===== src/design/bbaf_pkg.sv =====
// Shared types, codes and constants for the beacon advertising filter.
package bbaf_pkg;

    localparam int MAX_AD_BYTES_DEF = 255;
    localparam int MIN_PAYLOAD      = 25;
    localparam int MATCH_BYTES      = 25;
    localparam int UUID_BYTES       = 16;
    localparam int UUID_WORDS       = 4;

    localparam logic [7:0]  TYPE_MFG   = 8'hFF;
    localparam logic [7:0]  SUBTYPE    = 8'h02;
    localparam logic [7:0]  BEACON_LEN = 8'h15;

    localparam logic [15:0] COMPANY_RST = 16'h004C;
    localparam logic [31:0] UUID0_RST   = 32'h1615EE18;
    localparam logic [31:0] UUID1_RST   = 32'h6B01EC4B;
    localparam logic [31:0] UUID2_RST   = 32'h96ADBCB9;
    localparam logic [31:0] UUID3_RST   = 32'h6D166E66;

    localparam int CFG_IDX_W  = 3;
    localparam int CFG_DATA_W = 32;
    localparam int OUT_DATA_W = 40;

    typedef enum logic [1:0] {
        ST_FOUND   = 2'd0,
        ST_INVALID = 2'd1,
        ST_NODATA  = 2'd2
    } t_status;

    typedef enum logic [CFG_IDX_W-1:0] {
        CFG_COMPANY = 3'd0,
        CFG_UUID0   = 3'd1,
        CFG_UUID1   = 3'd2,
        CFG_UUID2   = 3'd3,
        CFG_UUID3   = 3'd4
    } t_cfg_idx;

    typedef struct packed {
        logic [15:0]                company_code;
        logic [UUID_BYTES-1:0][7:0] uuid;
    } t_cfg;

    typedef struct packed {
        t_status     status;
        logic [15:0] x_hundredths;
        logic [15:0] y_hundredths;
    } t_result;

endpackage


===== src/design/ble_beacon_advert_filter.sv =====
// Top level of the beacon advertising filter: input register, walker, result register.
// The last byte of a payload steps the walker from the input register, loading the result
// register; that byte waits in the input register while a result beat is stalled.
// Throughput: one payload byte per cycle, set by the walker update, save for that wait.
// Reset is synchronous and active low; it clears the walk, the handshake state and
// returns the configuration registers to their defaults.
module ble_beacon_advert_filter #(
    parameter int MAX_AD_BYTES = bbaf_pkg::MAX_AD_BYTES_DEF
) (
    input  logic                                i_clk,
    input  logic                                i_rst_n,
    input  logic                                i_s_tvalid,
    output logic                                o_s_tready,
    input  logic [7:0]                          i_s_tdata,   // ad_byte
    input  logic                                i_s_tlast,   // last_byte
    output logic                                o_m_tvalid,
    input  logic                                i_m_tready,
    // status [1:0], x_hundredths [17:2], y_hundredths [33:18], zero fill [39:34]
    output logic [bbaf_pkg::OUT_DATA_W-1:0]     o_m_tdata,
    input  logic                                i_cfg_valid,
    output logic                                o_cfg_ready,
    input  logic [bbaf_pkg::CFG_IDX_W-1:0]      i_cfg_index,
    input  logic [bbaf_pkg::CFG_DATA_W-1:0]     i_cfg_data
);

    logic              r_in_valid;
    logic [7:0]        r_in_byte;
    logic              r_in_last;
    logic              r_out_valid;
    bbaf_pkg::t_result r_out;
    logic              advance;
    bbaf_pkg::t_cfg    cfg;
    bbaf_pkg::t_result result;

    assign o_cfg_ready = 1'b1;

    bbaf_cfg u_cfg (
        .i_clk   (i_clk),
        .i_rst_n (i_rst_n),
        .i_we    (i_cfg_valid),
        .i_index (i_cfg_index),
        .i_data  (i_cfg_data),
        .o_cfg   (cfg)
    );

    bbaf_walk #(
        .MAX_AD_BYTES (MAX_AD_BYTES)
    ) u_walk (
        .i_clk    (i_clk),
        .i_rst_n  (i_rst_n),
        .i_step   (advance),
        .i_byte   (r_in_byte),
        .i_last   (r_in_last),
        .i_cfg    (cfg),
        .o_result (result)
    );

    assign advance    = r_in_valid && (!r_in_last || !r_out_valid || i_m_tready);
    assign o_s_tready = !r_in_valid || advance;

    always_ff @(posedge i_clk) begin
        if (!i_rst_n) begin
            r_in_valid <= 1'b0;
        end else if (o_s_tready) begin
            r_in_valid <= i_s_tvalid;
        end
    end

    always_ff @(posedge i_clk) begin
        if (o_s_tready && i_s_tvalid) begin
            r_in_byte <= i_s_tdata;
            r_in_last <= i_s_tlast;
        end
    end

    always_ff @(posedge i_clk) begin
        if (!i_rst_n) begin
            r_out_valid <= 1'b0;
        end else if (advance && r_in_last) begin
            r_out_valid <= 1'b1;
        end else if (i_m_tready) begin
            r_out_valid <= 1'b0;
        end
    end

    always_ff @(posedge i_clk) begin
        if (advance && r_in_last) begin
            r_out <= result;
        end
    end

    assign o_m_tvalid = r_out_valid;
    assign o_m_tdata  = {6'd0, r_out.y_hundredths, r_out.x_hundredths, r_out.status};

endmodule


===== src/design/bbaf_cfg.sv =====
// Configuration registers: company identifier and target UUID words.
module bbaf_cfg (
    input  logic                             i_clk,
    input  logic                             i_rst_n,
    input  logic                             i_we,
    input  logic [bbaf_pkg::CFG_IDX_W-1:0]   i_index,
    input  logic [bbaf_pkg::CFG_DATA_W-1:0]  i_data,
    output bbaf_pkg::t_cfg                   o_cfg
);

    logic [15:0] r_company;
    logic [bbaf_pkg::UUID_WORDS-1:0][31:0] r_uuid;

    always_ff @(posedge i_clk) begin
        if (!i_rst_n) begin
            r_company <= bbaf_pkg::COMPANY_RST;
            r_uuid[0] <= bbaf_pkg::UUID0_RST;
            r_uuid[1] <= bbaf_pkg::UUID1_RST;
            r_uuid[2] <= bbaf_pkg::UUID2_RST;
            r_uuid[3] <= bbaf_pkg::UUID3_RST;
        end else if (i_we) begin
            case (bbaf_pkg::t_cfg_idx'(i_index))
                bbaf_pkg::CFG_COMPANY: r_company <= i_data[15:0];
                bbaf_pkg::CFG_UUID0:   r_uuid[0] <= i_data;
                bbaf_pkg::CFG_UUID1:   r_uuid[1] <= i_data;
                bbaf_pkg::CFG_UUID2:   r_uuid[2] <= i_data;
                bbaf_pkg::CFG_UUID3:   r_uuid[3] <= i_data;
                default: ;
            endcase
        end
    end

    assign o_cfg.company_code = r_company;

    for (genvar g = 0; g < bbaf_pkg::UUID_BYTES; g++) begin : g_uuid
        assign o_cfg.uuid[g] = r_uuid[g / 4][31 - 8 * (g % 4) -: 8];
    end

endmodule


===== src/design/bbaf_walk.sv =====
// Record walker: per-byte state update and the result of a finished payload.
module bbaf_walk #(
    parameter int MAX_AD_BYTES = bbaf_pkg::MAX_AD_BYTES_DEF
) (
    input  logic              i_clk,
    input  logic              i_rst_n,
    input  logic              i_step,
    input  logic [7:0]        i_byte,
    input  logic              i_last,
    input  bbaf_pkg::t_cfg    i_cfg,
    output bbaf_pkg::t_result o_result
);

    localparam int CNT_W = $clog2(MAX_AD_BYTES + 1);

    logic [CNT_W-1:0]  r_bytes_seen, n_bytes_seen;
    logic              r_expect_length, n_expect_length;
    logic [7:0]        r_record_left, n_record_left;
    logic [4:0]        r_record_pos, n_record_pos;
    logic              r_record_is_mfg, n_record_is_mfg;
    logic              r_match_so_far, n_match_so_far;
    logic [15:0]       r_major, n_major;
    logic [15:0]       r_minor, n_minor;
    bbaf_pkg::t_status r_outcome, n_outcome;
    logic              r_decided, n_decided;

    logic              ok;
    logic [3:0]        uuid_k;
    logic [7:0]        left_dec;
    bbaf_pkg::t_status status;

    always_comb begin
        n_bytes_seen    = r_bytes_seen;
        n_expect_length = r_expect_length;
        n_record_left   = r_record_left;
        n_record_pos    = r_record_pos;
        n_record_is_mfg = r_record_is_mfg;
        n_match_so_far  = r_match_so_far;
        n_major         = r_major;
        n_minor         = r_minor;
        n_outcome       = r_outcome;
        n_decided       = r_decided;
        ok              = 1'b1;
        uuid_k          = 4'(r_record_pos - 5'd5);
        left_dec        = r_record_left - 8'd1;

        if (r_bytes_seen < CNT_W'(MAX_AD_BYTES)) begin
            n_bytes_seen = r_bytes_seen + CNT_W'(1);
            if (!r_decided) begin
                if (r_expect_length) begin
                    if (i_byte == 8'd0) begin
                        n_decided = 1'b1;
                        n_outcome = bbaf_pkg::ST_NODATA;
                    end else begin
                        n_record_left   = i_byte;
                        n_record_pos    = 5'd0;
                        n_record_is_mfg = 1'b0;
                        n_match_so_far  = 1'b0;
                        n_expect_length = 1'b0;
                    end
                end else begin
                    if (r_record_pos == 5'd0) begin
                        n_record_is_mfg = (i_byte == bbaf_pkg::TYPE_MFG);
                        n_match_so_far  = (i_byte == bbaf_pkg::TYPE_MFG);
                    end else if (r_record_pos == 5'd1) begin
                        ok = (i_byte == i_cfg.company_code[7:0]);
                    end else if (r_record_pos == 5'd2) begin
                        ok = (i_byte == i_cfg.company_code[15:8]);
                    end else if (r_record_pos == 5'd3) begin
                        ok = (i_byte == bbaf_pkg::SUBTYPE);
                    end else if (r_record_pos == 5'd4) begin
                        ok = (i_byte == bbaf_pkg::BEACON_LEN);
                    end else if (r_record_pos inside {[5'd5:5'd20]}) begin
                        ok = (i_byte == i_cfg.uuid[uuid_k]);
                    end else if (r_record_pos == 5'd21) begin
                        n_major = {i_byte, 8'd0};
                    end else if (r_record_pos == 5'd22) begin
                        n_major = {r_major[15:8], i_byte};
                    end else if (r_record_pos == 5'd23) begin
                        n_minor = {i_byte, 8'd0};
                    end else if (r_record_pos == 5'd24) begin
                        n_minor = {r_minor[15:8], i_byte};
                    end
                    if (!ok) begin
                        n_match_so_far = 1'b0;
                    end
                    if (r_record_pos < 5'(bbaf_pkg::MATCH_BYTES)) begin
                        n_record_pos = r_record_pos + 5'd1;
                    end
                    n_record_left = left_dec;
                    if (left_dec == 8'd0) begin
                        if (n_record_is_mfg && n_match_so_far &&
                            n_record_pos >= 5'(bbaf_pkg::MATCH_BYTES)) begin
                            n_decided = 1'b1;
                            n_outcome = bbaf_pkg::ST_FOUND;
                        end
                        n_expect_length = 1'b1;
                    end
                end
            end
        end

        if (n_bytes_seen < CNT_W'(bbaf_pkg::MIN_PAYLOAD)) begin
            status = bbaf_pkg::ST_INVALID;
        end else if (n_decided) begin
            status = n_outcome;
        end else if (!n_expect_length) begin
            status = bbaf_pkg::ST_INVALID;
        end else begin
            status = bbaf_pkg::ST_NODATA;
        end

        o_result.status       = status;
        o_result.x_hundredths = (status == bbaf_pkg::ST_FOUND) ? n_major : 16'd0;
        o_result.y_hundredths = (status == bbaf_pkg::ST_FOUND) ? n_minor : 16'd0;
    end

    always_ff @(posedge i_clk) begin
        if (!i_rst_n || (i_step && i_last)) begin
            r_bytes_seen    <= '0;
            r_expect_length <= 1'b1;
            r_record_left   <= 8'd0;
            r_record_pos    <= 5'd0;
            r_record_is_mfg <= 1'b0;
            r_match_so_far  <= 1'b0;
            r_outcome       <= bbaf_pkg::ST_NODATA;
            r_decided       <= 1'b0;
        end else if (i_step) begin
            r_bytes_seen    <= n_bytes_seen;
            r_expect_length <= n_expect_length;
            r_record_left   <= n_record_left;
            r_record_pos    <= n_record_pos;
            r_record_is_mfg <= n_record_is_mfg;
            r_match_so_far  <= n_match_so_far;
            r_outcome       <= n_outcome;
            r_decided       <= n_decided;
        end
    end

    always_ff @(posedge i_clk) begin
        if (i_step) begin
            r_major <= n_major;
            r_minor <= n_minor;
        end
    end

endmodule


===== config.mk =====
export PLATFORM = sky130hd
export DESIGN_NAME = ble_beacon_advert_filter
export DESIGN_NICKNAME = d
export VERILOG_FILES = /design/src/design/bbaf_pkg.sv /design/src/design/ble_beacon_advert_filter.sv /design/src/design/bbaf_cfg.sv /design/src/design/bbaf_walk.sv
export SDC_FILE = /design/constraint.sdc
export NUM_CORES = 1
export LEC_CHECK = 0
export BUFFER_PORTS_ARGS = -buffer_cell sky130_fd_sc_hd__buf_2
export CAP_MARGIN = 15
export CORE_AREA = 2 2 143 145
export CTS_BUF_LIST = sky130_fd_sc_hd__clkbuf_16
export DETAILED_ROUTE_END_ITERATION = 16
export DIE_AREA = 0 0 145 147
export GPL_ROUTABILITY_DRIVEN = 0
export PLACE_DENSITY_LB_ADDON = 0.08
export SLEW_MARGIN = 20
export SYNTH_ARGS = -nofsm -noshare
export SYNTH_HDL_FRONTEND = slang
export SYNTH_HIERARCHICAL = 1
export SYNTH_SLANG_ARGS = --single-unit

===== constraint.sdc =====
create_clock -name i_clk -period 6.69 [get_ports i_clk]
set_input_delay 0.669 -clock i_clk [delete_from_list [all_inputs] [get_ports i_clk]]
set_output_delay 0.669 -clock i_clk [all_outputs]
set_load 0.03 [all_outputs]

==> flow_summary.json <==
{
  "outcome": "finished, final reports clean",
  "synth_top_cell_by_area": "dfxtp_1",
  "r2r_end": "o_m_tdata[3]",
  "ys_ff_latch": 248,
  "fin_area_mm2": 0.0134,
  "wire_per_inst_um": 18.1,
  "holdWs_ns": 0.325,
  "cts.clk_slew.worst_paths_ns": 0.06,
  "crit_chain": "inv_1, ha_1, buf_4, mux4_2, mux4_2, xnor2_1, nand4_1, or4_4, o311a_4, nor3_2",
  "end_kind": "flip-flop",
  "antenna_found_initial": 0,
  "seq_area_mm2": 0.00572,
  "routed_wl_mm": 26.0,
  "n_antenna_cell": 0,
  "clkSinkCount": 248,
  "dp_hpwl_mm": 17.0,
  "synthTopCellsByArea": "dfxtp_1 29%, edfxtp_1 19%, mux2i_1 14%",
  "grt_pass1_vias": 7947,
  "drt_iter0_markers": 465,
  "crit_top_cell": "mux4_2",
  "dieWidth_um": 145,
  "htree_levels": 1,
  "ant_nets": 0,
  "synth_cell_types": 67,
  "synth.top_cell.area_share_pct": 28.6,
  "layout_min_cycle_time_ns": 4.62,
  "overflow": 0,
  "cts_tree": "built",
  "yosysSeqAreaShare_pct": 47.3,
  "min_path_type": "in2reg",
  "critPathMaxStageDelay_ns": 0.89,
  "synth-main-ff-cell": "dfxtp_1",
  "rows": 52,
  "crit_buf_inv": 2,
  "die_area_mm2": 0.0213,
  "hold_end": "r_in_byte[6]",
  "rsz0062_at_grt": "false",
  "placed_area_mm2": 0.0126,
  "cpMaxStageDelayCell": "ha_1",
  "slew_headroom_pct": 35.8,
  "insertion_delay_ns": 0.52,
  "synth_async_sr_flop_share_pct": 0,
  "criticalPathCategory": "reg2reg",
  "tightest_slew_ns": 0.952,
  "rrSetupSlack_ns": 2.07,
  "numPortBuffers": 84,
  "drive_above_1_share_pct": 19.3,
  "ys.warnings.count": 6,
  "cts_resized": 0,
  "track_usage_pct": 24.4,
  "cts_buffers": 26,
  "grt_pass1_wl_mm": 42.2,
  "synth_area_mm2": 0.0121,
  "syn_to_final_growth_pct": 11.2,
  "reg2reg_depth": 10,
  "vias_per_cell": 5.73,
  "setup_viol": 0,
  "worstReg2RegStart": "u_walk/r_record_pos[1]",
  "finalCritPeriodShare_pct": 69.0,
  "hold_viol": 0,
  "cellPowerDensity_mw_per_mm2": 247,
  "arrival_ns": 4.97,
  "cp-start-kind": "flip-flop",
  "fin_cells": 1436,
  "drv_cap": 0,
  "place_inst": 1389,
  "path_max_fanout": 32,
  "n_fill_cell": 1536,
  "grt_max_degree": 113,
  "firstDrtPassIters": 5,
  "skew_ns": 0.00896,
  "vias": 8234,
  "fin_setup_tns_ns": 0,
  "worstHoldStart": "i_s_tdata[6]",
  "required_ns": 7.05,
  "final_nets": 1204,
  "post-route-drc-count": 0,
  "cts_setup_buffers": 0,
  "clock_path_buffers": 3,
  "path_depth": 10,
  "initial_core_util_pct": 60.9,
  "multi_input_area_mm2": 0.00594,
  "cts-root-buf": "clkbuf_16",
  "total_power_mw": 3.33,
  "ir_drop_mv": 0.231,
  "crit_family": "adder cells",
  "synth_area_per_cell_um2": 10.9,
  "synthCells": 1108,
  "core_area_mm2": 0.0198,
  "ios": 92,
  "p_leak_nw": 5.25,
  "max_freq_ghz": 0.217,
  "synth_edf_count": 75,
  "die_h_um": 147,
  "cts-hold-fix-buffers": 0,
  "min_path_cells": 1,
  "slew_viol_final": 0
}
-- registers in the layout (all words and copies together), names as in the netlist, 5 cells and up --
register / flops
o_m_tdata: 34
r_in_byte: 8
u_walk/r_minor: 16
u_walk/r_major: 16
u_walk/r_record_left: 8
u_cfg/r_company: 16
u_cfg/o_cfg: 128
u_walk/r_record_pos: 5
u_walk/r_bytes_seen: 8
-- layout make-up --
type | instances | share of cell area, %
Inverter | 8 | 0.223
Multi-Input combinational cell | 763 | 44.2
Timing Repair Buffer | 100 | 4.04
Tap cell | 270 | 2.51
Sequential cell | 248 | 42.5
Clock inverter | 20 | 1.51
Clock buffer | 27 | 5.03
-- cells in the mapped netlist, drive strengths merged, types with 15 or more instances --
cell,n
dfxtp,173
a21oi,15
mux2,16
mux4,34
xor2,21
clkbuf,54
nand2,138
mux2i,175
nor2b,117
buf,40
nor2,54
nor3,27
o21ai,19
edfxtp,75
-- how the worst max path moves through the flow --
stage / from / to / slack (ns)
finish: u_walk/r_record_pos[1] / o_m_tdata[3] / 2.07
global placement: u_walk/r_record_pos[1] / o_m_tdata[23] / 2.20
global route: u_walk/r_record_pos[1] / o_m_tdata[3] / 1.90
floorplan: u_walk/r_record_pos[0] / o_m_tdata[18] / 2.16
detailed placement: u_walk/r_record_pos[1] / o_m_tdata[5] / 2.02
CTS: u_walk/r_record_pos[1] / o_m_tdata[3] / 1.99
-- cells by family (layout without fill, tap and decap cells) --
logic type	Yosys count	count (layout)	synth area share [%]
buffers and inverters	102	155	4.16
adders and majority gates	8	8	0.828
and+or+nand+nor	411	411	18.6
xor gates and xnor gates	34	34	2.46
other	2	7	0.0621
muxes	225	225	22.4
DFF	248	248	47.3
AOI/OAI and AO/OA	78	78	4.28
-- cells in the final DEF, fill, tap and decap left out, types with 6 or more instances in the layout --
cell type,n
xnor2_1,12
inv_1,14
edfxtp_1,75
a21oi_1,15
xor2_1,21
nor4_1,7
nand4_1,6
ha_1,8
clkbuf_16,27
mux2i_1,175
mux4_2,32
buf_4,17
nand3_1,9
o21ai_0,19
nor2b_1,114
nor3_2,16
conb_1,7
a31oi_1,7
dfxtp_1,173
mux2_2,16
nand2_1,138
nor3_1,11
nor2_1,53
buf_2,83
and3_1,7
a22oi_1,7
and2_1,7
-- metal layers --
layer | GRT usage (%) | part of all wire (%) | up-vias
met3 | 3.54 | 5.0 | 39
met4 | 5.35 | 1.8 | 0
met5 | 0 | 0 | -
met2 | 41.1 | 47 | 223
met1 | 33.8 | 46 | 3995
li1 | - | - | 3977
-- worst register-to-register path, stage by stage (launching register included) --
cell and delay [ns]:
dfxtp_1 0.50, inv_1 0.15, ha_1 0.89, buf_4 0.44, mux4_2 0.36, mux4_2 0.49
xnor2_1 0.20, nand4_1 0.15, or4_4 0.48, o311a_4 0.56, nor3_2 0.23
-- report_power, final --
group	total, mW	leakage (nW)	internal, mW	switching (mW)
logic	0.252	2.78	0.107	0.145
registers	1.61	2.02	1.58	0.0315
clock network	1.47	0.447	0.885	0.581
-- metrics by stage --
step / util, % / setup WS [ns]
after global routing: 67.7 / 1.90
after floorplan: - / 2.16
after CTS: 67.7 / 1.99
after detailed placement: 63.2 / 2.02
final: 67.7 / 2.07
after global placement: 63.2 / 2.20
(Power assumes the default switching activity.)
